==> src/sv/whr_pkg.sv <==
// ----------------------------------------------------------------------------
// whr_pkg
// Shared constants, widths and types of the wavetable Hermite reader.
// ----------------------------------------------------------------------------
package whr_pkg;

   // Table geometry (power of two, 4 to 2048, bounded by the index field)
   localparam int TABLE_SIZE  = 2048;
   localparam int INDEX_BITS  = 11;
   localparam int ADDR_BITS   = $clog2(TABLE_SIZE);
   localparam int NUM_BANKS   = 4;
   localparam int BANK_BITS   = $clog2(NUM_BANKS);
   localparam int ROW_BITS    = ADDR_BITS - BANK_BITS;
   localparam int BANK_DEPTH  = TABLE_SIZE / NUM_BANKS;

   // Sample and phase formats
   localparam int SAMPLE_BITS = 16;
   localparam int FRAC_BITS   = 16;

   // Widths of the doubled Hermite terms
   localparam int DIFF_BITS   = SAMPLE_BITS + 1;
   localparam int VV_BITS     = SAMPLE_BITS + 2;
   localparam int A_BITS      = SAMPLE_BITS + 4;
   localparam int B_BITS      = SAMPLE_BITS + 5;
   localparam int P_BITS      = SAMPLE_BITS + 6;
   localparam int PROD_BITS   = P_BITS + FRAC_BITS + 1;
   localparam int SUM_BITS    = PROD_BITS + 1;
   localparam int Y_BITS      = P_BITS + 1;

   // Rounding offsets and saturation limits
   localparam logic signed [SUM_BITS-1:0] RND_HALF_F  = SUM_BITS'(1) <<< (FRAC_BITS - 1);
   localparam logic signed [SUM_BITS-1:0] RND_HALF_F1 = SUM_BITS'(1) <<< FRAC_BITS;
   localparam logic signed [Y_BITS-1:0]   SAT_HI      =
      Y_BITS'((64'sd1 <<< (SAMPLE_BITS - 1)) - 64'sd1);
   localparam logic signed [Y_BITS-1:0]   SAT_LO      = ~SAT_HI;

   // Function codes of an input word
   localparam logic FUNC_WRITE = 1'b0;
   localparam logic FUNC_READ  = 1'b1;

   // Difference terms handed from the fetch stages to the arithmetic pipeline
   typedef struct packed {
      logic                          vld;
      logic signed [SAMPLE_BITS-1:0] v1;
      logic signed [DIFF_BITS-1:0]   s0;
      logic signed [DIFF_BITS-1:0]   s1;
      logic signed [VV_BITS-1:0]     vv;
      logic [FRAC_BITS-1:0]          frac;
   } diff_type;

endpackage

==> src/sv/whr_ifs.sv <==


interface whr_rsp_if;
   logic                                   valid;
   logic                                   ready;
   logic signed [whr_pkg::SAMPLE_BITS-1:0] sample_out;
   logic                                   clipped;

   modport source (output valid, sample_out, clipped, input ready);
   modport sink   (input valid, sample_out, clipped, output ready);
endinterface

==> src/sv/whr_interp.sv <==
// ----------------------------------------------------------------------------
// whr_interp
// Horner evaluation of the Hermite polynomial in seven stages: coefficients A
// and B, a multiply alternating with a round-and-add, then saturation into the response register.
// ----------------------------------------------------------------------------
module whr_interp (
   input  logic              clock,
   input  logic              reset,
   input  whr_pkg::diff_type diff_in,
   output logic              diff_ready,
   whr_rsp_if.source         rsp_bus
);

   localparam int SB = whr_pkg::SAMPLE_BITS;
   localparam int FB = whr_pkg::FRAC_BITS;
   localparam int PB = whr_pkg::PROD_BITS;
   localparam int MB = whr_pkg::SUM_BITS;

   logic ld3, ld4, ld5, ld6, ld7, ld8, ld9;
   logic vld3_ff, vld4_ff, vld5_ff, vld6_ff, vld7_ff, vld8_ff, vld9_ff;

   logic signed [SB-1:0]               v1_3_ff, v1_4_ff, v1_5_ff, v1_6_ff, v1_7_ff, v1_8_ff;
   logic signed [whr_pkg::DIFF_BITS-1:0] s0_3_ff, s0_4_ff, s0_5_ff, s0_6_ff;
   logic [FB-1:0]                      f3_ff, f4_ff, f5_ff, f6_ff, f7_ff;

   logic signed [whr_pkg::A_BITS-1:0]  w3, a3_in, a3_ff;
   logic signed [whr_pkg::B_BITS-1:0]  b3_in, b3_ff, b4_ff;
   logic signed [PB-1:0]               prod4_in, prod4_ff, prod6_in, prod6_ff;
   logic signed [PB-1:0]               prod8_in, prod8_ff;
   logic signed [MB-1:0]               sum5, sum7, sum9;
   logic signed [whr_pkg::P_BITS-1:0]  p5_in, p5_ff, p7_in, p7_ff, t9;
   logic signed [whr_pkg::Y_BITS-1:0]  y9;
   logic signed [SB-1:0]               out9_in, out9_ff;
   logic                               clip9_in, clip9_ff;

   // Stall chain from the response register back to the input
   assign ld9 = !vld9_ff || rsp_bus.ready;
   assign ld8 = !vld8_ff || ld9;
   assign ld7 = !vld7_ff || ld8;
   assign ld6 = !vld6_ff || ld7;
   assign ld5 = !vld5_ff || ld6;
   assign ld4 = !vld4_ff || ld5;
   assign ld3 = !vld3_ff || ld4;
   assign diff_ready = ld3;

   // Advance valid bits
   always_ff @(posedge clock) begin
      if (reset) begin
         vld3_ff <= 1'b0;
         vld4_ff <= 1'b0;
         vld5_ff <= 1'b0;
         vld6_ff <= 1'b0;
         vld7_ff <= 1'b0;
         vld8_ff <= 1'b0;
         vld9_ff <= 1'b0;
      end else begin
         if (ld3) vld3_ff <= diff_in.vld;
         if (ld4) vld4_ff <= vld3_ff;
         if (ld5) vld5_ff <= vld4_ff;
         if (ld6) vld6_ff <= vld5_ff;
         if (ld7) vld7_ff <= vld6_ff;
         if (ld8) vld8_ff <= vld7_ff;
         if (ld9) vld9_ff <= vld8_ff;
      end
   end

   // Stage 3: leading coefficients A and B
   always_comb begin
      w3    = whr_pkg::A_BITS'(diff_in.s0) + whr_pkg::A_BITS'(diff_in.vv);
      a3_in = w3 + whr_pkg::A_BITS'(diff_in.vv) + whr_pkg::A_BITS'(diff_in.s1);
      b3_in = whr_pkg::B_BITS'(w3) + whr_pkg::B_BITS'(a3_in);
   end

   always_ff @(posedge clock) begin
      if (ld3 && diff_in.vld) begin
         a3_ff   <= a3_in;
         b3_ff   <= b3_in;
         s0_3_ff <= diff_in.s0;
         v1_3_ff <= diff_in.v1;
         f3_ff   <= diff_in.frac;
      end
   end

   // Stage 4: A times fraction
   assign prod4_in = PB'(a3_ff) * PB'($signed({1'b0, f3_ff}));

   always_ff @(posedge clock) begin
      if (ld4 && vld3_ff) begin
         prod4_ff <= prod4_in;
         b4_ff    <= b3_ff;
         s0_4_ff  <= s0_3_ff;
         v1_4_ff  <= v1_3_ff;
         f4_ff    <= f3_ff;
      end
   end

   // Stage 5: subtract B, round half up to p1
   always_comb begin
      sum5  = MB'(prod4_ff) - (MB'(b4_ff) <<< FB) + whr_pkg::RND_HALF_F;
      p5_in = whr_pkg::P_BITS'(sum5 >>> FB);
   end

   always_ff @(posedge clock) begin
      if (ld5 && vld4_ff) begin
         p5_ff   <= p5_in;
         s0_5_ff <= s0_4_ff;
         v1_5_ff <= v1_4_ff;
         f5_ff   <= f4_ff;
      end
   end

   // Stage 6: p1 times fraction
   assign prod6_in = PB'(p5_ff) * PB'($signed({1'b0, f5_ff}));

   always_ff @(posedge clock) begin
      if (ld6 && vld5_ff) begin
         prod6_ff <= prod6_in;
         s0_6_ff  <= s0_5_ff;
         v1_6_ff  <= v1_5_ff;
         f6_ff    <= f5_ff;
      end
   end

   // Stage 7: add S0, round half up to p2
   always_comb begin
      sum7  = MB'(prod6_ff) + (MB'(s0_6_ff) <<< FB) + whr_pkg::RND_HALF_F;
      p7_in = whr_pkg::P_BITS'(sum7 >>> FB);
   end

   always_ff @(posedge clock) begin
      if (ld7 && vld6_ff) begin
         p7_ff   <= p7_in;
         v1_7_ff <= v1_6_ff;
         f7_ff   <= f6_ff;
      end
   end

   // Stage 8: p2 times fraction
   assign prod8_in = PB'(p7_ff) * PB'($signed({1'b0, f7_ff}));

   always_ff @(posedge clock) begin
      if (ld8 && vld7_ff) begin
         prod8_ff <= prod8_in;
         v1_8_ff  <= v1_7_ff;
      end
   end

   // Stage 9: halve with rounding, add v1, saturate
   always_comb begin
      sum9     = MB'(prod8_ff) + whr_pkg::RND_HALF_F1;
      t9       = whr_pkg::P_BITS'(sum9 >>> (FB + 1));
      y9       = whr_pkg::Y_BITS'(v1_8_ff) + whr_pkg::Y_BITS'(t9);
      clip9_in = 1'b0;
      out9_in  = SB'(y9);
      if (y9 > whr_pkg::SAT_HI) begin
         out9_in  = SB'(whr_pkg::SAT_HI);
         clip9_in = 1'b1;
      end else if (y9 < whr_pkg::SAT_LO) begin
         out9_in  = SB'(whr_pkg::SAT_LO);
         clip9_in = 1'b1;
      end
   end

   always_ff @(posedge clock) begin
      if (ld9 && vld8_ff) begin
         out9_ff  <= out9_in;
         clip9_ff <= clip9_in;
      end
   end

   assign rsp_bus.valid      = vld9_ff;
   assign rsp_bus.sample_out = out9_ff;
   assign rsp_bus.clipped    = clip9_ff;

endmodule
==> src/flat_wrapper.sv <==
// flat-port wrapper written by rule: the top's interface ports become plain ports
module whr_interp_flat 
  (clock, reset, diff_in, diff_ready, rsp_bus_valid, rsp_bus_sample_out, rsp_bus_clipped, rsp_bus_ready);
  whr_rsp_if rsp_bus_i ();
  input  logic clock;
  input  logic reset;
  input  whr_pkg::diff_type diff_in;
  output logic diff_ready;
  output wire logic [$bits(rsp_bus_i.valid)-1:0] rsp_bus_valid;
  output wire logic [$bits(rsp_bus_i.sample_out)-1:0] rsp_bus_sample_out;
  output wire logic [$bits(rsp_bus_i.clipped)-1:0] rsp_bus_clipped;
  input wire logic [$bits(rsp_bus_i.ready)-1:0] rsp_bus_ready;
  assign rsp_bus_valid = rsp_bus_i.valid;
  assign rsp_bus_sample_out = rsp_bus_i.sample_out;
  assign rsp_bus_clipped = rsp_bus_i.clipped;
  assign rsp_bus_i.ready = rsp_bus_ready;
  whr_interp u_core (.clock(clock), .reset(reset), .diff_in(diff_in), .diff_ready(diff_ready), .rsp_bus(rsp_bus_i));
endmodule
==> config.mk <==
export PLATFORM = sky130hd
export DESIGN_NAME = whr_interp_flat
export DESIGN_NICKNAME = d
export VERILOG_FILES = /design/src/sv/whr_pkg.sv /design/src/sv/whr_ifs.sv /design/src/sv/whr_interp.sv /design/src/flat_wrapper.sv
export SDC_FILE = /design/constraint.sdc
export NUM_CORES = 2
export LEC_CHECK = 0
export ABC_AREA = 0
export BUFFER_PORTS_ARGS = -buffer_cell sky130_fd_sc_hd__buf_4
export CAP_MARGIN = 0
export CORE_MARGIN = 5
export CORE_UTILIZATION = 40
export DETAILED_ROUTE_END_ITERATION = 7
export GPL_ROUTABILITY_DRIVEN = 0
export PLACE_DENSITY = 0.59
export SLEW_MARGIN = 40
export SYNTH_ARGS = -nofsm -noshare
export SYNTH_HDL_FRONTEND = slang
export SYNTH_SLANG_ARGS = --single-unit
==> constraint.sdc <==
create_clock -name clock -period 12.15 [get_ports clock]
set_clock_uncertainty 0.05 [all_clocks]
set_input_delay 0.6075 -clock clock [delete_from_list [all_inputs] [get_ports clock]]
set_output_delay 0.6075 -clock clock [all_outputs]
set_load 0.02 [all_outputs]
==> run_results.csv <==
group,metric,value,unit
run_status,status,"finished, final reports clean",
detailed_routing,drt-pass1-iter-count,5,
placed_design,place_hpwl,104000,um
synth,synth-adder-area-share,45.8,%
timing,relSlewSlack,41.3,%
setup_path,crit_fanout,17,
die,rows,138,
setup_path,timing.rr.end,"u_core.prod6_ff[37]$_DFFE_PP_",
global_routing,grt-ovfl-total,0,
cts,h-tree-depth,2,
cts,cts_tree,"built",
placed_design,io_buffers,106,
detailed_routing,drc_errors,0,
die,start_util,40.3,%
timing,slew_viol_final,0,
synth,synth_xor_area_share,3.42,%
cts,cts-root-buf,"clkbuf_16",
detailed_routing,vias_per_cell,4.84,
die,ioPinCount,107,
global_routing,antenna_found_initial,3,
synth,syn_inst,5477,
synth,synth_flop_cell,"edfxtp_1",
synth,synth.cell_area,57000,um2
synth,yosysWarningCount,0,
global_routing,grt_max_degree,74,
timing,fin_setup_tns,0,ps
timing,finalCriticalPeriod,7530,ps
finish,layout.nets,7092,
cts,clkTransAtPathRegs,60,ps
timing,min_period_over_period,62.0,%
detailed_routing,ant_nets,0,
setup_path,worstRegToRegCells,22,
global_routing,grt_pass1_wl,212000,um
synth,synth-compound-area-share,5.53,%
setup_path,worstPathRequired,12490,ps
synth,yosys-top-cells-area,"fa_1 36%, edfxtp_1 24%, ha_1 9.6%",
die,die_x,388,um
synth,syn_nets,7035,
setup_path,rr_startpoint,"u_core.f5_ff[5]$_DFFE_PP_",
synth,synth_edf_count,449,
setup_path,rrSetupSlack,4620,ps
synth,yosys-mux-area-fraction,0.0373,%
synth,synthTopCellsByCount,"1297 x inv_1, 1033 x fa_1, 686 x nand2_1",
synth,synth_area_leader_cell,"fa_1",
detailed_routing,drt_iter0_markers,1839,
synth,yosysUniqueCellTypes,73,
die,placeableCoreArea,142000,um2
timing,tightest_slew,880,ps
timing,rsz0062_at_grt,"no",
cts,insertion_delay,650,ps
setup_path,cp-startpoint,"u_core.f5_ff[5]$_DFFE_PP_",
cts,cts_buffer_depth,3,
setup_path,critical_path_class,"flip-flop to flip-flop",
synth,syn_avg_cell_area,10.4,um2
cts,postCtsHoldBufs,0,
synth,seq_area_frac_synth,23.9,%
job,maxCapViolCount,0,
global_routing,track_usage,17.5,%
setup_path,endpoint,"u_core.prod6_ff[37]$_DFFE_PP_",
cts,post_cts_buffers,0,
global_routing,grt_pass1_vias,40000,
worst_hold_path,hold_path_depth,1,
die,fp.dieH,388,um
finish,fillers,13500,
setup_path,crit_arrival,7870,ps
setup_path,crit_top_cell,"fa_1",
setup_path,endpoint_kind,"flip-flop",
worst_hold_path,hold_path_class,"input port to flip-flop",
synth,ys_ff_latch,456,
detailed_routing,routed_wl,127000,um
synth,async_reset_ff_share,0,%
setup_path,cp-start-kind,"flip-flop",
detailed_routing,vias,36200,
synth,synth-simple-area-share,11.6,%
setup_path,slowest_delay,670,ps
cts,cts_sinks,456,
die,dieArea,150000,um2
synth,yosysMostFrequentCell,"inv_1",
timing,max_freq,133,MHz
timing,setup_violations,0,
synth,synth.top_cell.area_share,36.3,%
finish,drive_gt1_share,5.13,%
detailed_routing,post_drt_wl_per_cell,17.0,um
setup_path,slowest_stage,"a2111oi_0",
setup_path,crit_path_cell_trace,"buf_6 -> and2_1 -> fa_1 -> inv_1 -> fa_1 -> fa_1 -> inv_1 -> fa_1 -> fa_1 -> inv_1 -> fa_1 -> inv_1 -> ha_1 -> a2111oi_0 -> a211oi_1 -> a21oi_1 -> o21ai_1 -> a31oi_1 -> o21ai_1 -> a211o_1 -> a31oi_1 -> xnor2_1",
cts,cts_resized,0,
synth,synth_top_family_by_area,"adder cells",
timing,hold_violations,0,
finish,area_growth,8.95,%
cts,cts_buffers,56,
==> critical path: cells and delay by family, from the launching register on <==
family          cells  cell delay (ps)
buf+inv             5              440
simple gates        1              180
compound gates      8             2620
xor+xnor            1               90
flops               1              560
fa+ha+maj           7             3300
==> state kept, by name (all words and copies together) (netlist names), 17 cells and up <==
name	cells
u_core.prod4_ff	36
u_core.prod6_ff	23
u_core.prod8_ff	23
u_core.p5_ff	22
u_core.p7_ff	22
u_core.b3_ff	21
u_core.b4_ff	21
u_core.a3_ff	20
u_core.s0_3_ff	17
u_core.s0_4_ff	17
u_core.s0_5_ff	17
u_core.s0_6_ff	17
==> metal layers <==
metal	vias up	share of wire [%]	GRT usage, %
met5	-	0.0095	0
met4	2	2.6	4.55
met3	159	4.1	2.22
met2	656	49	30.2
met1	18500	44	23.5
li1	16900	-	-
==> worst min-delay path by stage <==
stage                                startpoint                           end
floorplan             u_core.b3_ff[0]$_DFFE_PP_     u_core.b4_ff[0]$_DFFE_PP_
global placement    u_core.v1_4_ff[9]$_DFFE_PP_   u_core.v1_5_ff[9]$_DFFE_PP_
detailed placement    u_core.f6_ff[1]$_DFFE_PP_     u_core.f7_ff[1]$_DFFE_PP_
CTS                                 diff_in[79]  u_core.v1_3_ff[11]$_DFFE_PP_
global route                        diff_in[78]  u_core.v1_3_ff[10]$_DFFE_PP_
finish                              diff_in[79]  u_core.v1_3_ff[11]$_DFFE_PP_
==> cell usage in the layout (no fill, tap or decap), types with 15 or more instances in the layout <==
cell | netlist | layout
a21oi_1 | 149 | 149
o21bai_1 | 25 | 25
buf_4 | 0 | 135
xnor2_1 | 158 | 158
and3_1 | 23 | 23
nor2_1 | 97 | 97
ha_1 | 437 | 437
a211oi_1 | 19 | 19
o21a_1 | 26 | 26
clkbuf_16 | 0 | 56
edfxtp_1 | 449 | 449
nor2b_1 | 25 | 23
nor3_1 | 30 | 30
nand3_1 | 36 | 36
o21ai_1 | 33 | 32
a31oi_1 | 18 | 17
buf_6 | 1 | 23
o21ai_0 | 40 | 40
fa_1 | 1033 | 1033
and2_1 | 428 | 427
nand2_1 | 686 | 686
a21o_1 | 83 | 83
xor2_1 | 65 | 65
inv_1 | 1297 | 1297
nand2b_1 | 21 | 21
nand4_1 | 15 | 15
==> cell type report <==
| class | count | area (um2) | area share [%] |
|---|---|---|---|
| clock buffer | 65 | 1460 | 2.34 |
| sequential | 456 | 13600 | 21.9 |
| inverter | 1297 | 4870 | 7.83 |
| clock inverter | 39 | 469 | 0.755 |
| multi-input combinational | 3557 | 38000 | 61.1 |
| timing repair buffer | 166 | 1390 | 2.24 |
| antenna | 1 | 2.50 | 0.00403 |
| tap | 1890 | 2360 | 3.80 |
==> logic make-up (layout without fill, tap and decap cells) <==
logic type                 Yosys count  in the layout
adders and majority gates         1470           1470
AOI/OAI and AO/OA                  479            479
DFF                                456            456
other                                0              1
and+or+nand+nor                   1383           1383
muxes                                2              2
xor gates and xnor gates           223            223
buffers and inverters             1464           1567
==> per-stage QoR <==
step                      hold WS, ps  setup slack, ps  area (um2)  std cells  util, %
final                            80.4             4620       62100       7471     43.9
after global routing             32.3             4200       62100       7470     43.9
after CTS                        21.7             4430       61900       7452     43.7
after detailed placement          355             4460       60000       7348     42.4
after global placement            352             4690       59900       7338     42.3
after floorplan                   350             4970       57000       5477        -
Power is not shown: default switching activity piles up to over one toggle a cycle in this logic, so the estimate is an artifact.
